`src/bls_pkg.sv`:
```
`default_nettype none

package bls_pkg;

    localparam int CFG_IDX_W  = 3;
    localparam int CFG_DATA_W = 16;
    localparam int DIM_W      = 13;
    localparam int COLOR_W    = 16;

    typedef logic [CFG_IDX_W-1:0] t_cfg_idx;

    localparam t_cfg_idx CFG_IMAGE_WIDTH  = 3'd0;
    localparam t_cfg_idx CFG_IMAGE_HEIGHT = 3'd1;
    localparam t_cfg_idx CFG_DRAW_RED     = 3'd2;
    localparam t_cfg_idx CFG_DRAW_GREEN   = 3'd3;
    localparam t_cfg_idx CFG_DRAW_BLUE    = 3'd4;

    localparam logic [DIM_W-1:0]   RST_IMAGE_WIDTH  = 13'd4096;
    localparam logic [DIM_W-1:0]   RST_IMAGE_HEIGHT = 13'd4096;
    localparam logic [COLOR_W-1:0] RST_DRAW_RED     = 16'd250;
    localparam logic [COLOR_W-1:0] RST_DRAW_GREEN   = 16'd40;
    localparam logic [COLOR_W-1:0] RST_DRAW_BLUE    = 16'd40;

    localparam logic REQ_START = 1'b0;
    localparam logic REQ_STEP  = 1'b1;

endpackage

`default_nettype wire

```
`src/bls_req_if.sv`:
```
`default_nettype none

interface bls_req_if #(
    parameter int COORD_BITS = 12
);
    logic                  valid;
    logic                  ready;
    logic                  req_type;
    logic [COORD_BITS-1:0] x_start;
    logic [COORD_BITS-1:0] y_start;
    logic [COORD_BITS-1:0] x_end;
    logic [COORD_BITS-1:0] y_end;

    modport source (
        output valid, req_type, x_start, y_start, x_end, y_end,
        input  ready
    );

    modport sink (
        input  valid, req_type, x_start, y_start, x_end, y_end,
        output ready
    );
endinterface

`default_nettype wire

```
`src/bls_pix_if.sv`:
```
`default_nettype none

interface bls_pix_if #(
    parameter int COORD_BITS = 12
);
    logic                          valid;
    logic                          ready;
    logic                          pixel_valid;
    logic [COORD_BITS-1:0]         pixel_x;
    logic [COORD_BITS-1:0]         pixel_y;
    logic                          in_image;
    logic                          last_pixel;
    logic [bls_pkg::COLOR_W-1:0]   pixel_red;
    logic [bls_pkg::COLOR_W-1:0]   pixel_green;
    logic [bls_pkg::COLOR_W-1:0]   pixel_blue;

    modport source (
        output valid, pixel_valid, pixel_x, pixel_y, in_image, last_pixel,
               pixel_red, pixel_green, pixel_blue,
        input  ready
    );

    modport sink (
        input  valid, pixel_valid, pixel_x, pixel_y, in_image, last_pixel,
               pixel_red, pixel_green, pixel_blue,
        output ready
    );
endinterface

`default_nettype wire

```
`src/bls_skid.sv`:
```
`default_nettype none

module bls_skid #(
    parameter int WIDTH = 75
) (
    input  wire logic             i_clk,
    input  wire logic             i_rst_n,
    input  wire logic             i_valid,
    output logic                  o_ready,
    input  wire logic [WIDTH-1:0] i_data,
    output logic                  o_valid,
    input  wire logic             i_ready,
    output logic [WIDTH-1:0]      o_data
);

    logic             r_out_valid;
    logic [WIDTH-1:0] r_out_data;
    logic             r_skid_valid;
    logic [WIDTH-1:0] r_skid_data;
    logic             in_fire;
    logic             out_fire;

    assign o_ready  = !r_skid_valid;
    assign o_valid  = r_out_valid;
    assign o_data   = r_out_data;
    assign in_fire  = i_valid && !r_skid_valid;
    assign out_fire = r_out_valid && i_ready;

    always_ff @(posedge i_clk) begin
        if (!i_rst_n) begin
            r_out_valid  <= 1'b0;
            r_skid_valid <= 1'b0;
        end else begin
            if (!r_out_valid || out_fire) begin
                if (r_skid_valid) begin
                    r_out_valid  <= 1'b1;
                    r_skid_valid <= 1'b0;
                end else begin
                    r_out_valid <= in_fire;
                end
            end else if (in_fire) begin
                r_skid_valid <= 1'b1;
            end
        end
    end

    always_ff @(posedge i_clk) begin
        if (!r_out_valid || out_fire) begin
            if (r_skid_valid) begin
                r_out_data <= r_skid_data;
            end else if (in_fire) begin
                r_out_data <= i_data;
            end
        end else if (in_fire) begin
            r_skid_data <= i_data;
        end
    end

endmodule

`default_nettype wire

```
`src/bresenham_line_stepper_top.sv`:
```
// Bresenham line stepper: rasterizes a line between two endpoints, one pixel per item.
// Request channel i_req: an item with req_type start loads both endpoints and yields
// the first pixel; an item with req_type step yields the next pixel of the line.
// Every request item produces exactly one item on the pixel channel o_pix. A step
// with no line in progress yields an item with pixel_valid low and all fields zero.
// The configuration port (i_cfg_we, i_cfg_idx, i_cfg_data) sets image width and
// height and the drawing color; write it only while the block is idle.
// A pixel is computed combinationally and registered in the output buffer. Throughput
// is one item per cycle unless the receiver stalls, set by the single add-and-compare
// that advances the error term and the minor coordinate in the stepping register stage.
// The result goes through a two-entry output buffer (output register plus skid
// register), so i_req.ready depends only on registered state. When the receiver
// stalls, one more item is taken into the skid register and ready then drops
// until the receiver takes an item.
// Reset is synchronous and active low: it drops any line in progress, empties the
// output buffer and restores width 4096, height 4096 and color (250, 40, 40).
`default_nettype none

module bresenham_line_stepper_top #(
    parameter int COORD_BITS = 12
) (
    input  wire logic                               i_clk,
    input  wire logic                               i_rst_n,
    bls_req_if.sink                                 i_req,
    bls_pix_if.source                               o_pix,
    input  wire logic                               i_cfg_we,
    input  wire logic [bls_pkg::CFG_IDX_W-1:0]      i_cfg_idx,
    input  wire logic [bls_pkg::CFG_DATA_W-1:0]     i_cfg_data
);

    localparam int C     = COORD_BITS;
    localparam int E     = COORD_BITS + 3;
    localparam int CMP_W = (COORD_BITS > bls_pkg::DIM_W) ? COORD_BITS : bls_pkg::DIM_W;
    localparam int PW    = 2 * COORD_BITS + 3 + 3 * bls_pkg::COLOR_W;
    localparam logic [C-1:0] ONE = 1;

    // Configuration registers.
    logic [bls_pkg::DIM_W-1:0]   r_width;
    logic [bls_pkg::DIM_W-1:0]   r_height;
    logic [bls_pkg::COLOR_W-1:0] r_red;
    logic [bls_pkg::COLOR_W-1:0] r_green;
    logic [bls_pkg::COLOR_W-1:0] r_blue;

    always_ff @(posedge i_clk) begin
        if (!i_rst_n) begin
            r_width  <= bls_pkg::RST_IMAGE_WIDTH;
            r_height <= bls_pkg::RST_IMAGE_HEIGHT;
            r_red    <= bls_pkg::RST_DRAW_RED;
            r_green  <= bls_pkg::RST_DRAW_GREEN;
            r_blue   <= bls_pkg::RST_DRAW_BLUE;
        end else if (i_cfg_we) begin
            case (i_cfg_idx)
                bls_pkg::CFG_IMAGE_WIDTH:  r_width  <= i_cfg_data[bls_pkg::DIM_W-1:0];
                bls_pkg::CFG_IMAGE_HEIGHT: r_height <= i_cfg_data[bls_pkg::DIM_W-1:0];
                bls_pkg::CFG_DRAW_RED:     r_red    <= i_cfg_data;
                bls_pkg::CFG_DRAW_GREEN:   r_green  <= i_cfg_data;
                bls_pkg::CFG_DRAW_BLUE:    r_blue   <= i_cfg_data;
                default: ;
            endcase
        end
    end

    // Line state.
    logic                r_active;
    logic                r_steep;
    logic [C-1:0]        r_major;
    logic [C-1:0]        r_minor;
    logic [C-1:0]        r_end;
    logic                r_down;
    logic signed [E-1:0] r_err;
    logic [C:0]          r_tmd;
    logic signed [E-1:0] r_tdd;

    logic                n_active;
    logic                n_steep;
    logic [C-1:0]        n_major;
    logic [C-1:0]        n_minor;
    logic [C-1:0]        n_end;
    logic                n_down;
    logic signed [E-1:0] n_err;
    logic [C:0]          n_tmd;
    logic signed [E-1:0] n_tdd;

    // Setup of a new line.
    logic                is_start;
    logic [C-1:0]        adx, ady;
    logic                s_steep;
    logic [C-1:0]        a0r, b0r, a1r, b1r;
    logic                s_swap;
    logic [C-1:0]        a0, b0, a1, b1;
    logic [C-1:0]        da, adb;
    logic                s_down;
    logic signed [E-1:0] s_err, s_tdd;
    logic [C:0]          s_tmd;

    // Current pixel and advance.
    logic                emit;
    logic                c_steep, c_down;
    logic [C-1:0]        c_major, c_minor, c_end;
    logic signed [E-1:0] c_err, c_tdd;
    logic [C:0]          c_tmd;
    logic [C-1:0]        px, py;
    logic                last;
    logic                in_bounds;
    logic                in_fire;

    logic                p_valid;
    logic [C-1:0]        p_x, p_y;
    logic                p_in_image, p_last;
    logic [bls_pkg::COLOR_W-1:0] p_red, p_green, p_blue;
    logic [PW-1:0]       p_data, q_data;
    logic                skid_ready;

    assign is_start = (i_req.req_type == bls_pkg::REQ_START);
    assign in_fire  = i_req.valid && skid_ready;

    always_comb begin
        adx = (i_req.x_end >= i_req.x_start) ? i_req.x_end - i_req.x_start
                                             : i_req.x_start - i_req.x_end;
        ady = (i_req.y_end >= i_req.y_start) ? i_req.y_end - i_req.y_start
                                             : i_req.y_start - i_req.y_end;
        s_steep = !(ady < adx);
        a0r = s_steep ? i_req.y_start : i_req.x_start;
        b0r = s_steep ? i_req.x_start : i_req.y_start;
        a1r = s_steep ? i_req.y_end   : i_req.x_end;
        b1r = s_steep ? i_req.x_end   : i_req.y_end;
        s_swap = a0r > a1r;
        a0 = s_swap ? a1r : a0r;
        b0 = s_swap ? b1r : b0r;
        a1 = s_swap ? a0r : a1r;
        b1 = s_swap ? b0r : b1r;
        da = a1 - a0;
        s_down = b1 < b0;
        adb = s_down ? b0 - b1 : b1 - b0;
        s_tmd = {adb, 1'b0};
        s_tdd = $signed({2'b00, adb, 1'b0}) - $signed({2'b00, da, 1'b0});
        s_err = $signed({2'b00, adb, 1'b0}) - $signed({3'b000, da});
    end

    always_comb begin
        c_steep = is_start ? s_steep : r_steep;
        c_down  = is_start ? s_down  : r_down;
        c_major = is_start ? a0      : r_major;
        c_minor = is_start ? b0      : r_minor;
        c_end   = is_start ? a1      : r_end;
        c_err   = is_start ? s_err   : r_err;
        c_tmd   = is_start ? s_tmd   : r_tmd;
        c_tdd   = is_start ? s_tdd   : r_tdd;
        emit    = is_start || r_active;

        px        = c_steep ? c_minor : c_major;
        py        = c_steep ? c_major : c_minor;
        last      = (c_major == c_end);
        in_bounds = (CMP_W'(px) < CMP_W'(r_width)) && (CMP_W'(py) < CMP_W'(r_height));

        n_active = r_active;
        n_steep  = r_steep;
        n_down   = r_down;
        n_major  = r_major;
        n_minor  = r_minor;
        n_end    = r_end;
        n_err    = r_err;
        n_tmd    = r_tmd;
        n_tdd    = r_tdd;
        if (in_fire && emit) begin
            n_steep  = c_steep;
            n_down   = c_down;
            n_end    = c_end;
            n_tmd    = c_tmd;
            n_tdd    = c_tdd;
            n_major  = c_major;
            n_minor  = c_minor;
            n_err    = c_err;
            n_active = !last;
            if (!last) begin
                n_major = c_major + ONE;
                if (c_err > 0) begin
                    n_minor = c_down ? c_minor - ONE : c_minor + ONE;
                    n_err   = c_err + c_tdd;
                end else begin
                    n_err   = c_err + $signed({2'b00, c_tmd});
                end
            end
        end

        p_valid    = emit;
        p_x        = emit ? px : '0;
        p_y        = emit ? py : '0;
        p_in_image = emit && in_bounds;
        p_last     = emit && last;
        p_red      = emit ? r_red   : '0;
        p_green    = emit ? r_green : '0;
        p_blue     = emit ? r_blue  : '0;
    end

    always_ff @(posedge i_clk) begin
        if (!i_rst_n) begin
            r_active <= 1'b0;
        end else begin
            r_active <= n_active;
        end
    end

    always_ff @(posedge i_clk) begin
        r_steep <= n_steep;
        r_down  <= n_down;
        r_major <= n_major;
        r_minor <= n_minor;
        r_end   <= n_end;
        r_err   <= n_err;
        r_tmd   <= n_tmd;
        r_tdd   <= n_tdd;
    end

    assign p_data = {p_valid, p_x, p_y, p_in_image, p_last, p_red, p_green, p_blue};

    bls_skid #(
        .WIDTH (PW)
    ) u_skid (
        .i_clk   (i_clk),
        .i_rst_n (i_rst_n),
        .i_valid (i_req.valid),
        .o_ready (skid_ready),
        .i_data  (p_data),
        .o_valid (o_pix.valid),
        .i_ready (o_pix.ready),
        .o_data  (q_data)
    );

    assign i_req.ready = skid_ready;
    assign {o_pix.pixel_valid, o_pix.pixel_x, o_pix.pixel_y, o_pix.in_image,
            o_pix.last_pixel, o_pix.pixel_red, o_pix.pixel_green,
            o_pix.pixel_blue} = q_data;

endmodule

`default_nettype wire

```
`src/flat_wrapper.sv`:
```
// flat-port wrapper written by rule: the top's interface ports become plain ports
module bresenham_line_stepper_top_flat 
#(
    parameter int COORD_BITS = 12
)
  (i_clk, i_rst_n, i_cfg_we, i_cfg_idx, i_cfg_data, i_req_valid, i_req_req_type, i_req_x_start, i_req_y_start, i_req_x_end, i_req_y_end, i_req_ready, o_pix_valid, o_pix_pixel_valid, o_pix_pixel_x, o_pix_pixel_y, o_pix_in_image, o_pix_last_pixel, o_pix_pixel_red, o_pix_pixel_green, o_pix_pixel_blue, o_pix_ready);
  bls_req_if #(.COORD_BITS(COORD_BITS)) i_req_i ();
  bls_pix_if #(.COORD_BITS(COORD_BITS)) o_pix_i ();
  input  wire logic i_clk;
  input  wire logic i_rst_n;
  input  wire logic i_cfg_we;
  input  wire logic [bls_pkg::CFG_IDX_W-1:0] i_cfg_idx;
  input  wire logic [bls_pkg::CFG_DATA_W-1:0] i_cfg_data;
  input wire logic [$bits(i_req_i.valid)-1:0] i_req_valid;
  input wire logic [$bits(i_req_i.req_type)-1:0] i_req_req_type;
  input wire logic [$bits(i_req_i.x_start)-1:0] i_req_x_start;
  input wire logic [$bits(i_req_i.y_start)-1:0] i_req_y_start;
  input wire logic [$bits(i_req_i.x_end)-1:0] i_req_x_end;
  input wire logic [$bits(i_req_i.y_end)-1:0] i_req_y_end;
  output wire logic [$bits(i_req_i.ready)-1:0] i_req_ready;
  output wire logic [$bits(o_pix_i.valid)-1:0] o_pix_valid;
  output wire logic [$bits(o_pix_i.pixel_valid)-1:0] o_pix_pixel_valid;
  output wire logic [$bits(o_pix_i.pixel_x)-1:0] o_pix_pixel_x;
  output wire logic [$bits(o_pix_i.pixel_y)-1:0] o_pix_pixel_y;
  output wire logic [$bits(o_pix_i.in_image)-1:0] o_pix_in_image;
  output wire logic [$bits(o_pix_i.last_pixel)-1:0] o_pix_last_pixel;
  output wire logic [$bits(o_pix_i.pixel_red)-1:0] o_pix_pixel_red;
  output wire logic [$bits(o_pix_i.pixel_green)-1:0] o_pix_pixel_green;
  output wire logic [$bits(o_pix_i.pixel_blue)-1:0] o_pix_pixel_blue;
  input wire logic [$bits(o_pix_i.ready)-1:0] o_pix_ready;
  assign i_req_i.valid = i_req_valid;
  assign i_req_i.req_type = i_req_req_type;
  assign i_req_i.x_start = i_req_x_start;
  assign i_req_i.y_start = i_req_y_start;
  assign i_req_i.x_end = i_req_x_end;
  assign i_req_i.y_end = i_req_y_end;
  assign i_req_ready = i_req_i.ready;
  assign o_pix_valid = o_pix_i.valid;
  assign o_pix_pixel_valid = o_pix_i.pixel_valid;
  assign o_pix_pixel_x = o_pix_i.pixel_x;
  assign o_pix_pixel_y = o_pix_i.pixel_y;
  assign o_pix_in_image = o_pix_i.in_image;
  assign o_pix_last_pixel = o_pix_i.last_pixel;
  assign o_pix_pixel_red = o_pix_i.pixel_red;
  assign o_pix_pixel_green = o_pix_i.pixel_green;
  assign o_pix_pixel_blue = o_pix_i.pixel_blue;
  assign o_pix_i.ready = o_pix_ready;
  bresenham_line_stepper_top #(.COORD_BITS(COORD_BITS)) u_core (.i_clk(i_clk), .i_rst_n(i_rst_n), .i_req(i_req_i), .o_pix(o_pix_i), .i_cfg_we(i_cfg_we), .i_cfg_idx(i_cfg_idx), .i_cfg_data(i_cfg_data));
endmodule
```
`config.mk`:
```
export PLATFORM = sky130hd
export DESIGN_NAME = bresenham_line_stepper_top_flat
export DESIGN_NICKNAME = d
export VERILOG_FILES = /design/src/bls_pkg.sv /design/src/bls_req_if.sv /design/src/bls_pix_if.sv /design/src/bls_skid.sv /design/src/bresenham_line_stepper_top.sv /design/src/flat_wrapper.sv
export SDC_FILE = /design/constraint.sdc
export NUM_CORES = 1
export LEC_CHECK = 0
export ABC_AREA = 0
export BUFFER_PORTS_ARGS = -buffer_cell sky130_fd_sc_hd__buf_2
export CAP_MARGIN = 0
export CORE_AREA = 5 5 168 202
export DETAILED_ROUTE_END_ITERATION = 8
export DIE_AREA = 0 0 173 207
export PLACE_DENSITY = 0.86
export SKIP_LAST_GASP = 1
export SYNTH_ARGS = -nofsm -noshare
export SYNTH_HDL_FRONTEND = slang
export SYNTH_SLANG_ARGS = --single-unit
export TNS_END_PERCENT = 50
```
`constraint.sdc`:
```
create_clock -name i_clk -period 58 [get_ports i_clk]
set_input_delay 8.7 -clock i_clk [delete_from_list [all_inputs] [get_ports i_clk]]
set_output_delay 8.7 -clock i_clk [all_outputs]
set_load 0.02 [all_outputs]
```
==> results of run 1 <==
-- sequential cells by signal (all words and copies together), names as in the netlist, 15 cells and up --
signal and count:
u_core.r_green 16, u_core.r_blue 16, u_core.r_err 15, u_core.u_skid.r_skid_data 75, u_core.r_red 16, u_core.u_skid.o_data 75, u_core.r_tdd 15
-- worst max-delay path: cells and delay by family --
kind	cells	cell delay (ns)
compound gates	39	8.44
simple gates	15	3.64
fa+ha+maj	8	2.74
buf+inv	8	1.24
mux	2	0.76
xor+xnor	2	0.56
-- final cells by class --
type / instances / area, um2 / area share (%)
multi-input combinational: 1666 / 11600 / 50.3
sequential: 308 / 8480 / 36.9
tap: 407 / 509 / 2.22
clock buffer: 46 / 921 / 4.01
clock inverter: 7 / 48.8 / 0.212
timing repair buffer: 166 / 876 / 3.81
inverter: 158 / 593 / 2.58
-- worst min path at each step --
stage	start	to	slack, ns	cells past startpoint
after floorplan	u_core.r_green[3]$_SDFFE_PN1P_	u_core.r_green[3]$_SDFFE_PN1P_	0.43	2
after global placement	u_core.r_red[1]$_SDFFE_PN1P_	u_core.r_red[1]$_SDFFE_PN1P_	0.44	2
after detailed placement	u_core.r_red[7]$_SDFFE_PN1P_	u_core.r_red[7]$_SDFFE_PN1P_	0.45	2
after CTS	u_core.r_green[15]$_SDFFE_PN0P_	u_core.r_green[15]$_SDFFE_PN0P_	0.47	2
after global routing	u_core.r_blue[5]$_SDFFE_PN1P_	u_core.r_blue[5]$_SDFFE_PN1P_	0.49	2
final	u_core.r_green[5]$_SDFFE_PN1P_	u_core.r_green[5]$_SDFFE_PN1P_	0.46	2
-- placed cells by master, fill, tap and decap left out, types with 41 or more instances in the layout --
master / netlist / layout
sky130_fd_sc_hd__inv_1: 153 / 153
sky130_fd_sc_hd__buf_2: 2 / 148
sky130_fd_sc_hd__dfxtp_1: 77 / 77
sky130_fd_sc_hd__xnor2_1: 64 / 64
sky130_fd_sc_hd__mux2i_1: 52 / 52
sky130_fd_sc_hd__edfxtp_1: 231 / 231
sky130_fd_sc_hd__ha_1: 162 / 162
sky130_fd_sc_hd__a21boi_0: 69 / 69
sky130_fd_sc_hd__mux2_2: 95 / 95
sky130_fd_sc_hd__nor2_1: 123 / 120
sky130_fd_sc_hd__nand3_1: 41 / 41
sky130_fd_sc_hd__a21o_1: 76 / 76
sky130_fd_sc_hd__nand2_1: 330 / 330
sky130_fd_sc_hd__and2_1: 77 / 77
sky130_fd_sc_hd__o21ai_0: 103 / 103
sky130_fd_sc_hd__a21oi_1: 160 / 160
-- layer usage --
layer | track usage, % | vias to the layer above
met2 | 55.0 | 697
met3 | 3.90 | 221
met4 | 17.0 | 0
met5 | 0 | -
met1 | 34.7 | 8154
li1 | - | 8089
-- kinds of logic after synthesis --
family	after synthesis	share of synthesized area [%]
AND/OR/NAND/NOR	689	15.1
adder cells (fa/ha/maj)	170	10.4
multiplexers	156	8.06
flip-flops	308	40.4
buffers and inverters	263	4.79
XOR/XNOR	94	3.92
AO/OA/AOI/OAI	557	17.3
-- metrics by stage --
stage / instance area (um2) / util, % / setup WS (ns) / hold slack [ns] / instances
2_1_floorplan: 21000 / - / 33.15 / 0.432 / 2237
3_3_place_gp: 22000 / 69.0 / 32.48 / 0.442 / 2705
3_5_place_dp: 22000 / 69.0 / 31.89 / 0.448 / 2705
4_1_cts: 23000 / 72.0 / 32.41 / 0.466 / 2758
5_1_grt: 23000 / 72.0 / 30.69 / 0.490 / 2758
6_report: 23000 / 72.0 / 32.17 / 0.464 / 2758
==> run_results.csv, run 1 <==
group,metric,value,unit
clock_network,holdBufCountCts,0,
clock_network,clkLatencyLatePin,0.57,ns
drt,dr.first_iter.drc_count,1451,
clock_network,post_cts_setup_buffers,0,
drt,route.final.wire_length,56900,um
final_layout,fraction_of_final_layout_cells_with_drive_strength_greater_than_1,14.5,%
synthesis,yosys_warning_count,0,
drt,wl_met3,3360,um
worst_setup_path,end_kind,"register",
placed_design,dpl.hpwl,41800,um
timing,fin_crit,25.83,ns
worst_setup_path,worst-setup-path-type,"input port to register",
floorplan,die-width,173,um
worst_setup_path,crit_fanout,56,
worst_setup_path,cell_depth_of_the_worst_flop_to_flop_path,24,
synthesis,synth_top_flop_cell,"sky130_fd_sc_hd__edfxtp_1",
synthesis,syn-instance-count,2237,
timing,max_freq,0.0387,GHz
worst_setup_path,crit_required,58.32,ns
worst_setup_path,endpoint,"u_core.r_err[14]$_DFFE_PP_",
synthesis,synth_register_bits,308,
synthesis,synth_top_cells_by_area,"sky130_fd_sc_hd__edfxtp_1 33%, sky130_fd_sc_hd__ha_1 9.7%, sky130_fd_sc_hd__dfxtp_1 7.3%",
synthesis,synth.top_cells.by_count,"330 x sky130_fd_sc_hd__nand2_1, 231 x sky130_fd_sc_hd__edfxtp_1, 162 x sky130_fd_sc_hd__ha_1",
timing,final.setup.tns,0,ns
grt,initial_antenna_violation_count,0,
worst_setup_path,critical_path.slowest_cell,"sky130_fd_sc_hd__o31ai_2",
grt,grt_pass1_wl,89300,um
timing,timing.slew.headroom,14.7,%
worst_setup_path,worst_setup_path_start_kind,"input port",
grt,pin_count_of_the_biggest_net_entering_global_routing,83,
synthesis,synthesis.area_per_instance,9.39,um2
synthesis,mappedNetlistArea,21000,um2
drt,dr_pass1_iterations,6,
floorplan,die_height,207,um
worst_setup_path,critical_path_arrival,26.15,ns
grt,gr-total-overflow,0,
worst_setup_path,worst-r2r-setup-slack,51.89,ns
synthesis,yosys.cell_types.count,85,
synthesis,synth_top_area_share,33.0,%
drt,detail_route.vias_per_cell,6.22,
synthesis,synth-edff-count,231,
final_layout,antennaDiodeCount,0,
grt,globalRouteTotalUtil,30.4,%
clock_network,cts_sinks,308,
status,result_of_the_run,"finished clean",
drt,final_antenna_net_count,0,
clock_network,cts_resized,0,
clock_network,numCtsBuffers,29,
timing,timing_worst_slew_pin_value,1.27,ns
worst_setup_path,critical_path.startpoint,"i_req_x_end[0]",
drt,met1Wirelength,21200,um
final_layout,fillCellCount,2340,
timing,hold_viol,0,
run,max_cap_violations,0,
floorplan,ios,150,
floorplan,core-area,31900,um2
synthesis,syn_nets,2480,
drt,drc_errors,0,
final_layout,syn_to_final_growth,9.44,%
drt,num_vias,17200,
timing,worst_clock_skew,0.0256,ns
timing,report.final.slew_viol_count,0,
floorplan,die_area,35800,um2
clock_network,h-tree-depth,1,
worst_setup_path,critical_path.reg2reg.startpoint,"u_core.r_err[1]$_DFFE_PP_",
timing,setup_violations,0,
worst_hold_path,classification_of_the_worst_slack_hold_path,"register to register",
placed_design,gp_congestion,0.989,
clock_network,clk_transition_reported_paths,0.07,ns
clock_network,tritoncts,"done",
drt,maxUsedRoutingLayer,"met4",
worst_setup_path,worst_path_most_repeated_cell,"sky130_fd_sc_hd__a21oi_1",
worst_setup_path,cpPeakStageDelay,1.07,ns
final_layout,finish.net_count,2572,
synthesis,ys_seq_area_share,40.4,%
clock_network,clock_path_buffers,3,
grt,number_of_global_route_vias_before_repair,17200,
timing,grt_setup_unrepaired,"no",
floorplan,rows,72,
worst_setup_path,reg_to_reg_end,"u_core.r_err[14]$_DFFE_PP_",
drt,met2_length,28700,um
synthesis,synth-async-reset-ratio,0,%
timing,final.period_utilization,44.5,%
synthesis,synth_area_leader_cell,"sky130_fd_sc_hd__edfxtp_1",
placed_design,port_buffers,149,
clock_network,clockRootBuffer,"sky130_fd_sc_hd__clkbuf_16",
synthesis,most_instantiated_library_cell_after_synthesis,"sky130_fd_sc_hd__nand2_1",
floorplan,initial_core_util,65.8,%
drt,drt-wirelength-per-cell,20.6,um
Power of run 1 is not shown: default switching activity piles up to over one toggle a cycle in this logic, so the estimate is an artifact.
==> inputs of run 2 (changes only) <==
- ABC_AREA: 0 -> 1
- CORE_AREA: 5 5 168 202 -> 5 5 183 220
- DIE_AREA: 0 0 173 207 -> 0 0 188 225
- PLACE_DENSITY: 0.86 -> 0.76
- clock period: 58 -> 22.6 ns (I/O delays scaled with it)
==> run_results.csv, run 2 <==
group,metric,value,unit
worst_setup_path,cell_depth_of_the_worst_flop_to_flop_path,30,
synthesis,most_instantiated_library_cell_after_synthesis,"sky130_fd_sc_hd__nand2_1",
final_layout,finish.net_count,3017,
worst_setup_path,cpPeakStageDelay,0.92,ns
synthesis,synth-async-reset-ratio,0,%
synthesis,yosys_warning_count,0,
floorplan,die_height,225,um
clock_network,h-tree-depth,1,
synthesis,synth_area_leader_cell,"sky130_fd_sc_hd__edfxtp_1",
run,max_cap_violations,0,
drt,dr_pass1_iterations,6,
synthesis,synthXorXnorAreaFrac,3.47,%
timing,hold_viol,0,
clock_network,tritoncts,"done",
clock_network,numCtsBuffers,31,
grt,gr-total-overflow,0,
clock_network,post_cts_setup_buffers,0,
drt,drc_errors,0,
clock_network,clockRootBuffer,"sky130_fd_sc_hd__clkbuf_16",
drt,final_antenna_net_count,0,
synthesis,mappedNetlistArea,21000,um2
synthesis,synthMuxAreaShare,0.400,%
synthesis,synth_register_bits,308,
timing,timing_worst_slew_pin_value,1.21,ns
timing,grt_setup_unrepaired,"no",
grt,grt_pass1_wl,91900,um
clock_network,cts_resized,0,
synthesis,post_synth_and_or_nand_nor_area_fraction,21.5,%
clock_network,clock_path_buffers,3,
floorplan,rows,78,
worst_hold_path,whs_path_depth,2,
timing,final.period_utilization,75.7,%
synthesis,synthesis.area_per_instance,7.83,um2
worst_setup_path,crit_required,22.95,ns
worst_setup_path,end_kind,"register",
placed_design,port_buffers,149,
worst_setup_path,critical_path.startpoint,"i_req_y_end[0]",
clock_network,holdBufCountCts,0,
placed_design,placed_cell_area,22000,um2
timing,max_freq,0.0585,GHz
final_layout,fin_area,23000,um2
final_layout,mostFrequentLayoutCells,"732 x sky130_fd_sc_hd__nand2_1, 352 x sky130_fd_sc_hd__inv_1, 263 x sky130_fd_sc_hd__o21ai_0, 231 x sky130_fd_sc_hd__edfxtp_1, 177 x sky130_fd_sc_hd__a21oi_1",
final_layout,multiInputGateArea,10700,um2
grt,number_of_global_route_vias_before_repair,17700,
worst_hold_path,classification_of_the_worst_slack_hold_path,"register to register",
clock_network,cts_sinks,308,
drt,drt-wirelength-per-cell,17.5,um
drt,dr.first_iter.drc_count,1417,
synthesis,synth-edff-count,231,
floorplan,core-area,37700,um2
synthesis,main_combinational_cell_family_by_area_after_synthesis,"simple AND/OR/NAND/NOR gates",
worst_setup_path,worst_path_most_repeated_cell,"sky130_fd_sc_hd__nand2_1",
worst_setup_path,critical_path.slowest_cell,"sky130_fd_sc_hd__inv_2",
drt,num_vias,18300,
clock_network,clkLatencyLatePin,0.58,ns
worst_setup_path,critical_path.reg2reg.startpoint,"u_core.r_err[1]$_DFFE_PP_",
synthesis,synth_top_flop_cell,"sky130_fd_sc_hd__edfxtp_1",
final_layout,fraction_of_final_layout_cells_with_drive_strength_greater_than_1,11.4,%
worst_setup_path,worst_setup_path_start_kind,"input port",
drt,detail_route.vias_per_cell,5.58,
worst_setup_path,reg_to_reg_end,"u_core.r_err[14]$_DFFE_PP_",
grt,globalRouteTotalUtil,26.5,%
final_layout,syn_to_final_growth,9.93,%
worst_setup_path,endpoint,"u_core.r_err[14]$_DFFE_PP_",
synthesis,yosys.cell_types.count,66,
final_layout,post-route-util,61.2,%
synthesis,synth_top_area_share,33.1,%
floorplan,die-width,188,um
floorplan,ios,150,
grt,initial_antenna_violation_count,2,
drt,route.final.wire_length,57400,um
status,result_of_the_run,"finished clean",
timing,setup_violations,0,
synthesis,synthAdderAreaFrac,10.4,%
final_layout,antennaDiodeCount,0,
floorplan,initial_core_util,55.6,%
timing,final.setup.tns,0,ns
worst_setup_path,worst-setup-path-type,"input port to register",
final_layout,fillCellCount,3354,
timing,fin_worst_hold_slack,0.452,ns
clock_network,clk_transition_reported_paths,0.06,ns
worst_setup_path,critical_path_arrival,17.45,ns
grt,pin_count_of_the_biggest_net_entering_global_routing,95,
placed_design,dpl.hpwl,43400,um
timing,worst_clock_skew,0.0249,ns
timing,fin_crit,17.11,ns
synthesis,ys_seq_area_share,40.4,%
placed_design,gp_congestion,0.996,
worst_setup_path,crit_fanout,94,
final_layout,layout_commonest_cell,"sky130_fd_sc_hd__nand2_1",
timing,timing.slew.headroom,19.3,%
synthesis,synth_top_cells_by_area,"sky130_fd_sc_hd__edfxtp_1 33%, sky130_fd_sc_hd__nand2_1 13%, sky130_fd_sc_hd__ha_1 9.7%",
synthesis,synth-compound-area-share,15.0,%
final_layout,seqCellArea,8480,um2
timing,report.final.slew_viol_count,0,
worst_setup_path,worst-r2r-setup-slack,17.90,ns
synthesis,synth.top_cells.by_count,"732 x sky130_fd_sc_hd__nand2_1, 354 x sky130_fd_sc_hd__inv_1, 263 x sky130_fd_sc_hd__o21ai_0",
synthesis,syn_nets,2920,
floorplan,die_area,42300,um2
synthesis,syn-instance-count,2677,
run 2: logic make-up (layout without fill, tap and decap cells):
| kind of cell | count (synthesis) | in the layout |
|---|---|---|
| adder cells (fa/ha/maj) | 170 | 170 |
| XOR/XNOR | 81 | 81 |
| buffers and inverters | 463 | 585 |
| flip-flops | 308 | 308 |
| multiplexers | 8 | 8 |
| AO/OA/AOI/OAI | 572 | 572 |
| AND/OR/NAND/NOR | 1075 | 1075 |
run 2: worst max-delay path, delay by kind of cell:
| family | cells | cell delay [ns] |
|---|---|---|
| adders and majority gates | 8 | 2.73 |
| xor gates and xnor gates | 2 | 0.49 |
| and+or+nand+nor | 29 | 3.98 |
| buffers and inverters | 10 | 1.95 |
| AOI/OAI and AO/OA | 23 | 4.86 |
run 2: how the worst min path moves through the flow:
stage                                         startpoint                              to  slack [ns]
after global placement    u_core.r_green[1]$_SDFFE_PN0P_  u_core.r_green[1]$_SDFFE_PN0P_        0.44
final                      u_core.r_red[11]$_SDFFE_PN0P_   u_core.r_red[11]$_SDFFE_PN0P_        0.45
after global routing       u_core.r_red[11]$_SDFFE_PN0P_   u_core.r_red[11]$_SDFFE_PN0P_        0.47
after floorplan            u_core.r_blue[0]$_SDFFE_PN0P_   u_core.r_blue[0]$_SDFFE_PN0P_        0.43
after CTS                 u_core.r_blue[14]$_SDFFE_PN0P_  u_core.r_blue[14]$_SDFFE_PN0P_        0.45
after detailed placement  u_core.r_blue[14]$_SDFFE_PN0P_  u_core.r_blue[14]$_SDFFE_PN0P_        0.44
run 2: per-stage QoR:
step,cells,setup slack [ns]
CTS,3279,5.73
detailed placement,3221,5.14
global placement,3221,5.70
finish,3279,5.49
global route,3279,3.99
floorplan,2677,7.88
run 2: cell type report:
class                   count  area share (%)
inverters                 366            5.97
multi-input cells        1906            46.4
flip-flops and latches    308            36.8
clock inverters            23            1.09
well taps                 480            2.61
repair buffers            161            3.63
clock buffers              35            3.52
run 2: metal layers:
| layer | share of wire (%) | GRT usage (%) | vias up |
|---|---|---|---|
| met5 | 0.037 | 0 | - |
| met4 | 4.4 | 10.6 | 4 |
| met3 | 4.9 | 2.82 | 127 |
| met2 | 48 | 46.5 | 581 |
| met1 | 42 | 33.7 | 8579 |
| li1 | - | - | 9020 |
Power of run 2 is left out for the same reason.
